File: config.mk
export PLATFORM = sky130hd
export DESIGN_NAME = stepper_focus_position_controller
export DESIGN_NICKNAME = d
export VERILOG_FILES = /design/src/design/sfpc_pkg.sv /design/src/design/sfpc_cfg.sv /design/src/design/sfpc_core.sv /design/src/design/stepper_focus_position_controller.sv
export VERILOG_INCLUDE_DIRS = /design/src /design/src/design
export SDC_FILE = /design/constraint.sdc
export NUM_CORES = 1
export LEC_CHECK = 0
export ABC_CLOCK_PERIOD_IN_PS = 8880
export BUFFER_PORTS_ARGS = -buffer_cell sky130_fd_sc_hd__clkbuf_2
export CORE_MARGIN = 8
export CORE_UTILIZATION = 30
export CTS_CLUSTER_DIAMETER = 150
export DETAILED_ROUTE_END_ITERATION = 7
export PLACE_DENSITY = 0.52
export SYNTH_ARGS = -nofsm -noshare
export SYNTH_HDL_FRONTEND = slang
export SYNTH_SLANG_ARGS = --single-unit
File: constraint.sdc
create_clock -name clk -period 8.88 [get_ports clk]
set_input_delay 1.332 -clock clk [delete_from_list [all_inputs] [get_ports clk]]
set_output_delay 1.332 -clock clk [all_outputs]
set_load 0.01 [all_outputs]
File: src/design/stepper_focus_position_controller_defines.svh
// assertion macros used by the focuser core module
`ifndef STEPPER_FOCUS_POSITION_CONTROLLER_DEFINES_SVH
`define STEPPER_FOCUS_POSITION_CONTROLLER_DEFINES_SVH

// same-cycle implication, disabled while in reset
`define SFPC_ASSERT_NOW(label, clk, rst_n, ante, cons) \
  label: assert property (@(posedge clk) disable iff (!rst_n) (ante) |-> (cons)) \
    else $error("sfpc assertion failed");

// next-cycle implication, disabled while in reset
`define SFPC_ASSERT_NEXT(label, clk, rst_n, ante, cons) \
  label: assert property (@(posedge clk) disable iff (!rst_n) (ante) |=> (cons)) \
    else $error("sfpc assertion failed");

`endif

File: src/design/sfpc_pkg.sv
// shared constants, codes and types of the focuser position controller
package sfpc_pkg;

  localparam int POSITION_BITS_DEF = 20;
  localparam int BACKLASH_BITS_DEF = 12;

  localparam int DELAY_BITS = 16;
  localparam int CNT_BITS   = 17;
  localparam int MODE_BITS  = 3;
  localparam int KIND_BITS  = 3;

  localparam logic [31:0]           MAX_POS_RESET    = 32'd100000;
  localparam logic [DELAY_BITS-1:0] STEP_DELAY_RESET = 16'd1000;
  localparam logic [DELAY_BITS-1:0] STEP_DELAY_MIN   = 16'd50;
  localparam int                    PULSE_US         = 10;
  localparam logic [MODE_BITS-1:0]  MICROSTEP_MAX    = 3'd5;

  // command kinds
  localparam logic [KIND_BITS-1:0] KIND_MOVE_ABS = 3'd0;
  localparam logic [KIND_BITS-1:0] KIND_MOVE_REL = 3'd1;
  localparam logic [KIND_BITS-1:0] KIND_SYNC     = 3'd2;
  localparam logic [KIND_BITS-1:0] KIND_ABORT    = 3'd3;
  localparam logic [KIND_BITS-1:0] KIND_TICK     = 3'd4;

  // register indexes
  localparam logic [2:0] REG_MAX_POS    = 3'd0;
  localparam logic [2:0] REG_BACKLASH   = 3'd1;
  localparam logic [2:0] REG_REVERSE    = 3'd2;
  localparam logic [2:0] REG_STEP_DELAY = 3'd3;
  localparam logic [2:0] REG_MICROSTEP  = 3'd4;

  typedef enum logic [1:0] {
    DIR_NONE = 2'd0,
    DIR_UP   = 2'd1,
    DIR_DOWN = 2'd2
  } dir_t;

  typedef struct packed {
    logic                 status;
    logic                 step_pulse;
    logic                 dir_level;
    logic                 moving;
    logic                 motion_done;
    logic [MODE_BITS-1:0] mode_pins;
  } res_flags_t;

  // microstep resolution to m2,m1,m0
  function automatic logic [MODE_BITS-1:0] mode_pins_of(input logic [MODE_BITS-1:0] sel);
    logic [MODE_BITS-1:0] pins;
    case (sel)
      3'd0: pins = 3'd0;
      3'd1: pins = 3'd1;
      3'd2: pins = 3'd2;
      3'd3: pins = 3'd3;
      3'd4: pins = 3'd4;
      3'd5: pins = 3'd5;
      default: pins = 3'd0;
    endcase
    return pins;
  endfunction

endpackage

File: src/design/sfpc_cfg.sv
// configuration registers behind the apb port
module sfpc_cfg import sfpc_pkg::*; #(
  parameter int POSITION_BITS = POSITION_BITS_DEF,
  parameter int BACKLASH_BITS = BACKLASH_BITS_DEF
) (
  input  logic                     clk,
  input  logic                     rst_n,
  input  logic                     psel,
  input  logic                     penable,
  input  logic                     pwrite,
  input  logic [4:0]               paddr,
  input  logic [31:0]              pwdata,
  output logic [31:0]              prdata,
  output logic [POSITION_BITS-1:0] max_position,
  output logic [BACKLASH_BITS-1:0] backlash_steps,
  output logic                     reverse_direction,
  output logic [DELAY_BITS-1:0]    step_delay_us,
  output logic [MODE_BITS-1:0]     microstep_select
);

  logic [POSITION_BITS-1:0] max_pos_r;
  logic [BACKLASH_BITS-1:0] backlash_r;
  logic                     reverse_r;
  logic [DELAY_BITS-1:0]    delay_r;
  logic [MODE_BITS-1:0]     microstep_r;
  logic                     wr_en;
  logic [2:0]               reg_idx;

  assign wr_en   = psel & penable & pwrite;
  assign reg_idx = paddr[4:2];

  always_ff @(posedge clk) begin
    if (!rst_n) begin
      max_pos_r   <= MAX_POS_RESET[POSITION_BITS-1:0];
      backlash_r  <= '0;
      reverse_r   <= 1'b0;
      delay_r     <= STEP_DELAY_RESET;
      microstep_r <= '0;
    end else if (wr_en) begin
      case (reg_idx)
        REG_MAX_POS:    max_pos_r  <= pwdata[POSITION_BITS-1:0];
        REG_BACKLASH:   backlash_r <= pwdata[BACKLASH_BITS-1:0];
        REG_REVERSE:    reverse_r  <= pwdata[0];
        REG_STEP_DELAY: begin
          // too short a delay is dropped
          if (pwdata[DELAY_BITS-1:0] >= STEP_DELAY_MIN) delay_r <= pwdata[DELAY_BITS-1:0];
        end
        REG_MICROSTEP: begin
          if (pwdata[MODE_BITS-1:0] <= MICROSTEP_MAX) microstep_r <= pwdata[MODE_BITS-1:0];
        end
        default: ;
      endcase
    end
  end

  always_comb begin
    prdata = '0;
    case (reg_idx)
      REG_MAX_POS:    prdata = 32'(max_pos_r);
      REG_BACKLASH:   prdata = 32'(backlash_r);
      REG_REVERSE:    prdata = 32'(reverse_r);
      REG_STEP_DELAY: prdata = 32'(delay_r);
      REG_MICROSTEP:  prdata = 32'(microstep_r);
      default:        prdata = '0;
    endcase
  end

  assign max_position      = max_pos_r;
  assign backlash_steps    = backlash_r;
  assign reverse_direction = reverse_r;
  assign step_delay_us     = delay_r;
  assign microstep_select  = microstep_r;

endmodule

File: src/design/sfpc_core.sv
// motion state and the per-beat command logic
module sfpc_core import sfpc_pkg::*; #(
  parameter int POSITION_BITS = POSITION_BITS_DEF,
  parameter int BACKLASH_BITS = BACKLASH_BITS_DEF
) (
  input  logic                     clk,
  input  logic                     rst_n,
  input  logic                     adv,
  input  logic [KIND_BITS-1:0]     kind,
  input  logic [POSITION_BITS:0]   value,
  input  logic [POSITION_BITS-1:0] max_position,
  input  logic [BACKLASH_BITS-1:0] backlash_steps,
  input  logic                     reverse_direction,
  input  logic [DELAY_BITS-1:0]    step_delay_us,
  input  logic [MODE_BITS-1:0]     microstep_select,
  output res_flags_t               flags,
  output logic [POSITION_BITS-1:0] position,
  output logic [POSITION_BITS-1:0] target
);

  `include "stepper_focus_position_controller_defines.svh"

  localparam int PB = POSITION_BITS;

  logic [PB-1:0]            cur_pos_r,  cur_pos_nxt;
  logic [PB-1:0]            goal_pos_r, goal_pos_nxt;
  logic                     in_motion_r, in_motion_nxt;
  dir_t                     prior_dir_r, prior_dir_nxt;
  logic [BACKLASH_BITS-1:0] backlash_r, backlash_nxt;
  logic [CNT_BITS-1:0]      cnt_r, cnt_nxt;

  logic [PB+1:0] val_x;
  logic [PB+1:0] tgt;
  logic          refused;
  logic [PB-1:0] tgt_pos;
  dir_t          new_dir;
  logic [PB-1:0] sync_pos;

  // requested target, two bits above the position for sign and overflow
  assign val_x   = {value[PB], value};
  assign tgt     = (kind == KIND_MOVE_ABS) ? val_x : ({2'b00, cur_pos_r} + val_x);
  assign refused = tgt[PB+1] | (tgt[PB:0] > {1'b0, max_position});
  assign tgt_pos = tgt[PB-1:0];
  assign new_dir = (tgt_pos > cur_pos_r) ? DIR_UP : DIR_DOWN;

  always_comb begin
    if (value[PB]) sync_pos = '0;
    else if (value > {1'b0, max_position}) sync_pos = max_position;
    else sync_pos = value[PB-1:0];
  end

  always_comb begin
    cur_pos_nxt   = cur_pos_r;
    goal_pos_nxt  = goal_pos_r;
    in_motion_nxt = in_motion_r;
    prior_dir_nxt = prior_dir_r;
    backlash_nxt  = backlash_r;
    cnt_nxt       = cnt_r;
    flags             = '0;
    flags.mode_pins   = mode_pins_of(microstep_select);
    case (kind)
      KIND_MOVE_ABS, KIND_MOVE_REL: begin
        if (refused) begin
          flags.status = 1'b1;
        end else if (tgt_pos != cur_pos_r) begin
          // reversal takes up the gear slack first
          if (prior_dir_r != DIR_NONE && new_dir != prior_dir_r && backlash_steps != '0)
            backlash_nxt = backlash_steps;
          else
            backlash_nxt = '0;
          goal_pos_nxt  = tgt_pos;
          prior_dir_nxt = new_dir;
          in_motion_nxt = 1'b1;
          cnt_nxt       = '0;
        end
      end
      KIND_SYNC: begin
        cur_pos_nxt       = sync_pos;
        goal_pos_nxt      = sync_pos;
        flags.motion_done = in_motion_r;
        in_motion_nxt     = 1'b0;
        backlash_nxt      = '0;
        cnt_nxt           = '0;
      end
      KIND_ABORT: begin
        goal_pos_nxt      = cur_pos_r;
        flags.motion_done = in_motion_r;
        in_motion_nxt     = 1'b0;
        backlash_nxt      = '0;
        cnt_nxt           = '0;
      end
      KIND_TICK: begin
        if (in_motion_r) begin
          if (cnt_r != '0) begin
            cnt_nxt = cnt_r - 1'b1;
          end else if (cur_pos_r == goal_pos_r) begin
            flags.motion_done = 1'b1;
            in_motion_nxt     = 1'b0;
            backlash_nxt      = '0;
          end else begin
            flags.step_pulse = 1'b1;
            flags.dir_level  = (prior_dir_r != DIR_DOWN) ^ reverse_direction;
            if (backlash_r != '0) backlash_nxt = backlash_r - 1'b1;
            else if (prior_dir_r == DIR_DOWN) cur_pos_nxt = cur_pos_r - 1'b1;
            else cur_pos_nxt = cur_pos_r + 1'b1;
            cnt_nxt = {1'b0, step_delay_us} + CNT_BITS'(PULSE_US - 1);
          end
        end
      end
      default: ;
    endcase
    flags.moving = in_motion_nxt;
  end

  always_ff @(posedge clk) begin
    if (!rst_n) begin
      cur_pos_r   <= '0;
      goal_pos_r  <= '0;
      in_motion_r <= 1'b0;
      prior_dir_r <= DIR_NONE;
      backlash_r  <= '0;
      cnt_r       <= '0;
    end else if (adv) begin
      cur_pos_r   <= cur_pos_nxt;
      goal_pos_r  <= goal_pos_nxt;
      in_motion_r <= in_motion_nxt;
      prior_dir_r <= prior_dir_nxt;
      backlash_r  <= backlash_nxt;
      cnt_r       <= cnt_nxt;
    end
  end

  assign position = cur_pos_nxt;
  assign target   = goal_pos_nxt;

  `SFPC_ASSERT_NOW(a_idle_no_countdown, clk, rst_n, !in_motion_r,
    cnt_r == '0 && backlash_r == '0)
  `SFPC_ASSERT_NOW(a_idle_on_target, clk, rst_n, !in_motion_r, goal_pos_r == cur_pos_r)
  `SFPC_ASSERT_NOW(a_pulse_needs_motion, clk, rst_n, adv && flags.step_pulse,
    in_motion_r && cnt_r == '0)
  `SFPC_ASSERT_NEXT(a_done_stops, clk, rst_n, adv && flags.motion_done, !in_motion_r)

endmodule

File: src/design/stepper_focus_position_controller.sv
// Stepper focuser motion controller, top level.
// Input stream: one beat is a command (absolute move, relative move, sync,
// abort) or a one-microsecond tick; in_tuser carries the kind and in_tdata
// the signed target, delta or sync position.
// Output stream: exactly one beat per input beat with status, step pulse,
// direction level, position, target, moving, motion_done and mode pins.
// A beat passes an input register, then the command logic and the motion
// state update, then the output register, which drives out_tvalid; one
// beat is taken every cycle while the receiver does not stall.
// The output register and the input register together let a new beat in
// while a finished result waits; when the receiver stalls, at most two beats
// are held and in_tready drops until out_tready returns.
// Reset (rst_n low, synchronous) clears position, target and motion state,
// empties both registers and loads the register defaults.
// Configuration goes through the apb port at byte addresses 4*index; the user
// must write it only while the stream is idle, which the block does not enforce.
module stepper_focus_position_controller import sfpc_pkg::*; #(
  parameter int POSITION_BITS = POSITION_BITS_DEF,
  parameter int BACKLASH_BITS = BACKLASH_BITS_DEF,
  localparam int VALUE_BITS = POSITION_BITS + 1,
  localparam int IN_W       = ((VALUE_BITS + 7) / 8) * 8,
  localparam int RES_BITS   = 2 * POSITION_BITS + 8,
  localparam int OUT_W      = ((RES_BITS + 7) / 8) * 8
) (
  input  logic                 clk,
  input  logic                 rst_n,
  // value
  input  logic [IN_W-1:0]      in_tdata,
  // kind
  input  logic [KIND_BITS-1:0] in_tuser,
  input  logic                 in_tvalid,
  output logic                 in_tready,
  // status, step_pulse, dir_level, position, target, moving, motion_done, mode_pins
  output logic [OUT_W-1:0]     out_tdata,
  output logic                 out_tvalid,
  input  logic                 out_tready,
  input  logic                 cfg_psel,
  input  logic                 cfg_penable,
  input  logic                 cfg_pwrite,
  input  logic [4:0]           cfg_paddr,
  input  logic [31:0]          cfg_pwdata,
  output logic [31:0]          cfg_prdata,
  output logic                 cfg_pready
);

  logic [POSITION_BITS-1:0] max_position;
  logic [BACKLASH_BITS-1:0] backlash_steps;
  logic                     reverse_direction;
  logic [DELAY_BITS-1:0]    step_delay_us;
  logic [MODE_BITS-1:0]     microstep_select;

  logic                     s1_valid_r;
  logic [KIND_BITS-1:0]     s1_kind_r;
  logic [VALUE_BITS-1:0]    s1_value_r;
  logic                     adv;
  logic                     out_valid_r;
  logic [OUT_W-1:0]         out_data_r;

  res_flags_t               flags;
  logic [POSITION_BITS-1:0] position;
  logic [POSITION_BITS-1:0] target;

  assign cfg_pready = 1'b1;

  sfpc_cfg #(
    .POSITION_BITS(POSITION_BITS),
    .BACKLASH_BITS(BACKLASH_BITS)
  ) u_cfg (
    .clk              (clk),
    .rst_n            (rst_n),
    .psel             (cfg_psel),
    .penable          (cfg_penable),
    .pwrite           (cfg_pwrite),
    .paddr            (cfg_paddr),
    .pwdata           (cfg_pwdata),
    .prdata           (cfg_prdata),
    .max_position     (max_position),
    .backlash_steps   (backlash_steps),
    .reverse_direction(reverse_direction),
    .step_delay_us    (step_delay_us),
    .microstep_select (microstep_select)
  );

  // item moves from the input register into the output register
  assign adv       = s1_valid_r && (!out_valid_r || out_tready);
  assign in_tready = !s1_valid_r || adv;

  always_ff @(posedge clk) begin
    if (!rst_n) begin
      s1_valid_r <= 1'b0;
    end else if (in_tready) begin
      s1_valid_r <= in_tvalid;
    end
  end

  always_ff @(posedge clk) begin
    if (in_tready && in_tvalid) begin
      s1_kind_r  <= in_tuser;
      s1_value_r <= in_tdata[VALUE_BITS-1:0];
    end
  end

  sfpc_core #(
    .POSITION_BITS(POSITION_BITS),
    .BACKLASH_BITS(BACKLASH_BITS)
  ) u_core (
    .clk              (clk),
    .rst_n            (rst_n),
    .adv              (adv),
    .kind             (s1_kind_r),
    .value            (s1_value_r),
    .max_position     (max_position),
    .backlash_steps   (backlash_steps),
    .reverse_direction(reverse_direction),
    .step_delay_us    (step_delay_us),
    .microstep_select (microstep_select),
    .flags            (flags),
    .position         (position),
    .target           (target)
  );

  always_ff @(posedge clk) begin
    if (!rst_n) begin
      out_valid_r <= 1'b0;
    end else if (adv) begin
      out_valid_r <= 1'b1;
    end else if (out_tready) begin
      out_valid_r <= 1'b0;
    end
  end

  always_ff @(posedge clk) begin
    if (adv) begin
      out_data_r <= OUT_W'({flags.mode_pins, flags.motion_done, flags.moving,
                            target, position, flags.dir_level, flags.step_pulse,
                            flags.status});
    end
  end

  assign out_tvalid = out_valid_r;
  assign out_tdata  = out_data_r;

endmodule
==> results of run 1 <==
-- worst paths after layout --
kind | startpoint | to | slack [ps] | cells past startpoint
setup / recovery | u_core.cur_pos_r[0]$_SDFFE_PN0P_ | u_core.cnt_r[4]$_SDFFE_PN0P_ | 2600 | 19
hold / removal | u_core.cnt_r[12]$_SDFFE_PN0P_ | u_core.cnt_r[12]$_SDFFE_PN0P_ | 500 | 2
setup reg to reg | u_core.cur_pos_r[0]$_SDFFE_PN0P_ | u_core.cnt_r[4]$_SDFFE_PN0P_ | 2600 | 19
hold reg to reg | u_core.cnt_r[12]$_SDFFE_PN0P_ | u_core.cnt_r[12]$_SDFFE_PN0P_ | 500 | 2
-- cells in the mapped netlist, types with 8 or more instances --
library cell  instances
o211ai_1             22
a22oi_1              12
a22o_1               12
nand4_1              30
nor4_1               16
edfxtp_1             72
a221o_1              22
inv_1                69
nor2b_1               9
nor3_1               31
buf_4                13
ha_1                104
o21a_1               26
clkbuf_1             55
a211oi_1             13
mux2i_1              70
o21ai_0              61
nand2_1             151
xor2_1               22
nand2b_1              8
xnor2_1              54
a221oi_1             10
and3_1                9
buf_2                12
a21oi_1             117
dfxtp_1             126
nor2_1              153
a31oi_1              17
o31ai_1               8
and2_1               12
a21o_1               37
nand3_1              34
-- kinds of logic after synthesis --
| group | Yosys count | synth area share, % |
|---|---|---|
| AND/OR/NAND/NOR | 490 | 17.0 |
| AO/OA/AOI/OAI | 439 | 22.7 |
| flip-flops | 198 | 34.9 |
| buffers and inverters | 156 | 4.94 |
| adder cells (fa/ha/maj) | 106 | 9.98 |
| XOR/XNOR | 76 | 4.95 |
| multiplexers | 73 | 5.47 |
| other | 2 | 0.0559 |
-- stage by stage --
stage	area [sq um]	worst slack (ps)	hold slack, ps	util [%]
finish	15200	2600	496	34.3
global route	15200	2170	516	34.3
CTS	15200	2740	494	34.3
detailed placement	14600	2790	482	33.0
global placement	14600	2800	470	33.0
floorplan	13500	4370	457	-
-- where the power goes --
| part | internal [mW] | switching (mW) | total (mW) | leakage [nW] |
|---|---|---|---|---|
| Sequential | 0.974 | 0.0389 | 1.01 | 1.71 |
| Clock | 0.406 | 0.416 | 0.822 | 0.298 |
| Combinational | 0.172 | 0.304 | 0.476 | 4.31 |
-- state kept, by name (all words and copies together), names as in the netlist --
name	cells
out_tvalid	1
u_core.cnt_r	17
u_core.prior_dir_r	2
u_core.goal_pos_r	20
u_cfg.reverse_direction	1
s1_kind_r	3
out_tdata	48
u_cfg.microstep_select	3
u_cfg.backlash_steps	12
u_core.cur_pos_r	20
u_core.backlash_r	12
u_core.in_motion_r	1
u_cfg.step_delay_us	16
u_cfg.max_position	20
s1_value_r	21
s1_valid_r	1
-- metal layers --
metal	vias to the layer above	global-route usage (%)	share of wire, %
met5	-	0	0
met4	0	5.82	2.2
met3	55	3.86	7.6
met2	483	27.0	43
met1	5790	25.2	47
li1	5832	-	-
-- final cells by class --
class                           instances  area share (%)
Sequential cell                       198            30.9
Inverter                               69            1.71
Timing Repair Buffer                  140            4.89
Clock buffer                           17            2.80
Clock inverter                         15            1.24
Tap cell                              592            4.88
Multi-Input combinational cell       1197            53.6
-- worst min-delay path, cell delays in order, from the launching register on --
cell and delay [ps]:
dfxtp_1 320, o311ai_1 60, o21ai_0 70
==> results.sh, run 1 <==
export IMPL_synth_top_area_share_pct=18.8
export IMPL_drt_iter0_drc=971
export IMPL_nFillCells=4583
export IMPL_area_growth_pct=13.0
export IMPL_dr_pass1_iters=5
export IMPL_cts_tree="done"
export IMPL_leakage_nw=6.32
export IMPL_worst_setup_path_type="reg -> reg"
export IMPL_cts_buffers=17
export IMPL_maxSlewHeadroom_pct=22.4
export IMPL_drive_above_1_share_pct=12.5
export IMPL_yosys_area_top_type="dfxtp_1"
export IMPL_dieArea_sq_um=51800
export IMPL_synth_area_leaders="dfxtp_1, edfxtp_1, ha_1"
export IMPL_dp_cells=2196
export IMPL_fmax_mhz=159
export IMPL_cts_setup_buffers=0
export IMPL_avgSynthCellArea_sq_um=8.73
export IMPL_worstMarginPinSlew_ps=1150
export IMPL_cts_sinks=198
export IMPL_antenna_found_initial=0
export IMPL_rsz0062_at_grt="no"
export IMPL_io_buffer_count=123
export IMPL_synth_cell_types=83
export IMPL_nNetsFinal=1800
export IMPL_wire_per_inst_um=20.8
export IMPL_drc=0
export IMPL_instances_no_fill=2228
export IMPL_status="completed"
export IMPL_root_buffer="clkbuf_16"
export IMPL_min_path_type="reg -> reg"
export IMPL_critPathMaxStageDelay_ps=740
export IMPL_cts_clk_slew_worst_paths_ps=90
export IMPL_syn_cell_area_sq_um=13400
export IMPL_finalHoldViolations=0
export IMPL_first_global_vias=11934
export IMPL_finalCritPeriodShare_pct=70.7
export IMPL_antennaDiodeCount=0
export IMPL_grt_overflow=0
export IMPL_period_needed_ps=6280
export IMPL_cts_hold_fix_buffers=0
export IMPL_layout_commonest_cell="nor2_1"
export IMPL_multi_input_area_sq_um=8140
export IMPL_cts_resized=0
export IMPL_io_pins=154
export IMPL_setup_viol=0
export IMPL_end_kind="register"
export IMPL_synth_async_reset_ratio_pct=0
export IMPL_die_h_um=228
export IMPL_synth_edf_count=72
export IMPL_synth_ff_type="dfxtp_1"
export IMPL_slowest_stage="a21oi_1"
export IMPL_crit_family="compound AO/OA/AOI/OAI gates"
export IMPL_grt_pass1_wl_mm=71.4
export IMPL_rows=77
export IMPL_routed_wl_mm=46.4
export IMPL_cp_arrival_ps=6640
export IMPL_grt_use_total_pct=17.9
export IMPL_ys_warn_count=0
export IMPL_via_per_inst=5.46
export IMPL_via_count=12160
export IMPL_seq_area_frac_synth_pct=34.9
export IMPL_power_density_nw_per_um2=152
export IMPL_cp_num_buf_inv=3
export IMPL_final_cell_mix="nor2_1, nand2_1, dfxtp_1, clkbuf_2, a21oi_1"
export IMPL_grt_max_degree=60
export IMPL_die_w_um=228
export IMPL_worst_setup_path_start_kind="register"
export IMPL_gp_congestion=0.940
export IMPL_ant_nets=0
export IMPL_skew_ps=16.2
export IMPL_clockBufferDepth=2
export IMPL_fp_coreArea_sq_um=44200
export IMPL_synth_cells=1540
export IMPL_critPathRequiredTime_ps=9240
export IMPL_clock_latency_ps=470
export IMPL_irDropWorstVdd_uv=149
export IMPL_seqCellArea_sq_um=4680
export IMPL_tns_ps=0
export IMPL_initial_utilization_pct=30.4
export IMPL_power_total_mw=2.31
export IMPL_hpwl_mm=36.4
export IMPL_crit_fanout=11
export IMPL_drv_cap=0
export IMPL_path_cells="ha_1 -> fa_1 -> a211oi_1 -> o211a_1 -> o2bb2ai_2 -> a221oi_1 -> o21bai_1 -> xor2_1 -> mux2i_1 -> inv_1 -> ha_1 -> nand4_1 -> nor3_1 -> nor4b_2 -> inv_1 -> a21oi_1 -> buf_4 -> nor2_1 -> a41o_1"
export IMPL_cts_max_level=4
export IMPL_slew_viol_final=0
export IMPL_ys_ff_latch=198
(Power assumes the default switching activity.)
==> run 2, diff against run 1 <==
ABC_CLOCK_PERIOD_IN_PS = 6120   (was 8880)
clock period = 6.12 ns   (was 8.88 ns; I/O delays follow)
==> results.sh, run 2 (synthesized netlist as in run 1, its figures left out) <==
export IMPL_p_sw_mw=1.08
export IMPL_irDropWorstVdd_uv=220
export IMPL_grt_use_total_pct=18.3
export IMPL_worst_hold_slack_ps=493
export IMPL_critPathMaxStageDelay_ps=490
export IMPL_critPathRequiredTime_ps=6520
export IMPL_nNetsFinal=1814
export IMPL_intPower_mw=2.24
export IMPL_maxSlewHeadroom_pct=28.6
export IMPL_grt_max_degree=60
export IMPL_rsz0062_at_grt="no"
export IMPL_setup_viol=0
export IMPL_crit_family="compound AO/OA/AOI/OAI gates"
export IMPL_finalCritPeriodShare_pct=92.6
export IMPL_final_cell_mix="nor2_1, nand2_1, dfxtp_1, clkbuf_2, a21oi_1"
export IMPL_cts_buffers=17
export IMPL_share_comb_of_total_power_pct=21.6
export IMPL_dieArea_sq_um=51800
export IMPL_largest_reg_flops=48
export IMPL_final_core_util_pct=34.5
export IMPL_die_w_um=228
export IMPL_cts_sinks=198
export IMPL_antenna_found_initial=1
export IMPL_path_cells="ha_1 -> fa_1 -> a211oi_1 -> o211a_1 -> o2bb2ai_2 -> a221oi_1 -> o21bai_1 -> xor2_1 -> mux2i_1 -> inv_1 -> ha_1 -> a21oi_1 -> nor2b_1 -> a2111oi_0 -> o211ai_1 -> o211ai_1 -> o31ai_4 -> o21ai_2 -> buf_4 -> and2_2 -> mux2i_1"
export IMPL_leakage_nw=6.38
export IMPL_drive_above_1_share_pct=13.3
export IMPL_io_pins=154
export IMPL_power_total_mw=3.32
export IMPL_grt_pass1_wl_mm=72.0
export IMPL_worst_setup_path_start_kind="register"
export IMPL_instances_no_fill=2243
export IMPL_min_path_type="reg -> reg"
export IMPL_slowest_stage="edfxtp_1"
export IMPL_rows=77
export IMPL_worst_slack_ps=454
export IMPL_wire_per_inst_um=21.3
export IMPL_die_h_um=228
export IMPL_power_density_nw_per_um2=217
export IMPL_end_kind="register"
export IMPL_cts_tree="done"
export IMPL_worst_setup_path_type="reg -> reg"
export IMPL_clockBufferDepth=2
export IMPL_ant_nets=0
export IMPL_cp_arrival_ps=6060
export IMPL_hpwl_mm=37.5
export IMPL_via_count=12217
export IMPL_via_per_inst=5.45
export IMPL_area_growth_pct=13.5
export IMPL_status="completed"
export IMPL_finalInstanceArea_sq_um=15300
export IMPL_drc=0
export IMPL_initial_utilization_pct=30.4
export IMPL_layout_commonest_cell="nor2_1"
export IMPL_first_global_vias=11965
export IMPL_pre_cts_slack_ps=388
export IMPL_drt_iter0_drc=907
export IMPL_tns_ps=0
export IMPL_clkPwrFrac_pct=34.3
export IMPL_io_buffer_count=123
export IMPL_cp_num_buf_inv=2
export IMPL_cts_clk_slew_worst_paths_ps=80
export IMPL_fmax_mhz=177
export IMPL_worstMarginPinSlew_ps=1070
export IMPL_drv_cap=0
export IMPL_period_needed_ps=5670
export IMPL_root_buffer="clkbuf_16"
export IMPL_dr_pass1_iters=5
export IMPL_routed_wl_mm=47.8
export IMPL_slew_viol_final=0
export IMPL_skew_ps=15.1
export IMPL_grt_overflow=0
export IMPL_gp_congestion=0.925
export IMPL_netSwitchingFraction_pct=32.5
export IMPL_dp_cells=2208
export IMPL_finalHoldViolations=0
export IMPL_clock_latency_ps=470
export IMPL_postPlaceCellArea_sq_um=14700
export IMPL_fp_coreArea_sq_um=44200
export IMPL_cts_max_level=4
export IMPL_crit_fanout=12
export IMPL_pwr_share_seq_pct=44.1
-- run 2: worst paths after layout --
path / start / to / slack, ps / cells past startpoint
setup reg to reg: s1_value_r[0]$_DFFE_PP_ / u_core.backlash_r[3]$_SDFFE_PN0P_ / 450 / 21
hold / removal: u_core.cnt_r[12]$_SDFFE_PN0P_ / u_core.cnt_r[12]$_SDFFE_PN0P_ / 490 / 2
setup / recovery: s1_value_r[0]$_DFFE_PP_ / u_core.backlash_r[3]$_SDFFE_PN0P_ / 450 / 21
hold reg to reg: u_core.cnt_r[12]$_SDFFE_PN0P_ / u_core.cnt_r[12]$_SDFFE_PN0P_ / 490 / 2
-- run 2: worst reg2reg max path, cell delays in order (launching register included) --
cell and delay (ps):
edfxtp_1 490, ha_1 290, fa_1 440, a211oi_1 330, o211a_1 270, o2bb2ai_2 120
a221oi_1 300, o21bai_1 110, xor2_1 150, mux2i_1 260, inv_1 170, ha_1 350
a21oi_1 140, nor2b_1 60, a2111oi_0 420, o211ai_1 160, o211ai_1 240, o31ai_4 190
o21ai_2 300, buf_4 220, and2_2 330, mux2i_1 230
-- run 2: routing by layer --
layer	routed length (um)	up-vias	track usage (%)
li1	-	5870	-
met3	3110	50	3.39
met1	23100	5890	26.0
met5	0	-	0
met4	1050	0	6.00
met2	20500	407	27.5
-- run 2: final cells by class --
| type | instances | area, sq um |
|---|---|---|
| Tap cell | 592 | 741 |
| Clock inverter | 12 | 114 |
| Sequential cell | 198 | 4680 |
| Fill cell | 4595 | 29000 |
| Inverter | 69 | 259 |
| Multi-Input combinational cell | 1197 | 8150 |
| Clock buffer | 20 | 462 |
| Timing Repair Buffer | 154 | 848 |
| Antenna cell | 1 | 2.50 |
-- run 2: power groups by stage --
stage          clock network, mW  logic (mW)  registers, mW
2_1_floorplan                  0       0.466           1.48
3_3_place_gp                   0       0.690           1.49
3_5_place_dp                   0       0.701           1.49
4_1_cts                     1.16       0.704           1.46
5_1_grt                     1.20       0.784           1.47
6_report                    1.14       0.717           1.46
-- run 2: what timing repair did --
item                       in CTS  in global routing
resized for setup               0                  2
buffers inserted                0                  2
setup endpoints to repair       0                 19
hold buffers                    0                  0
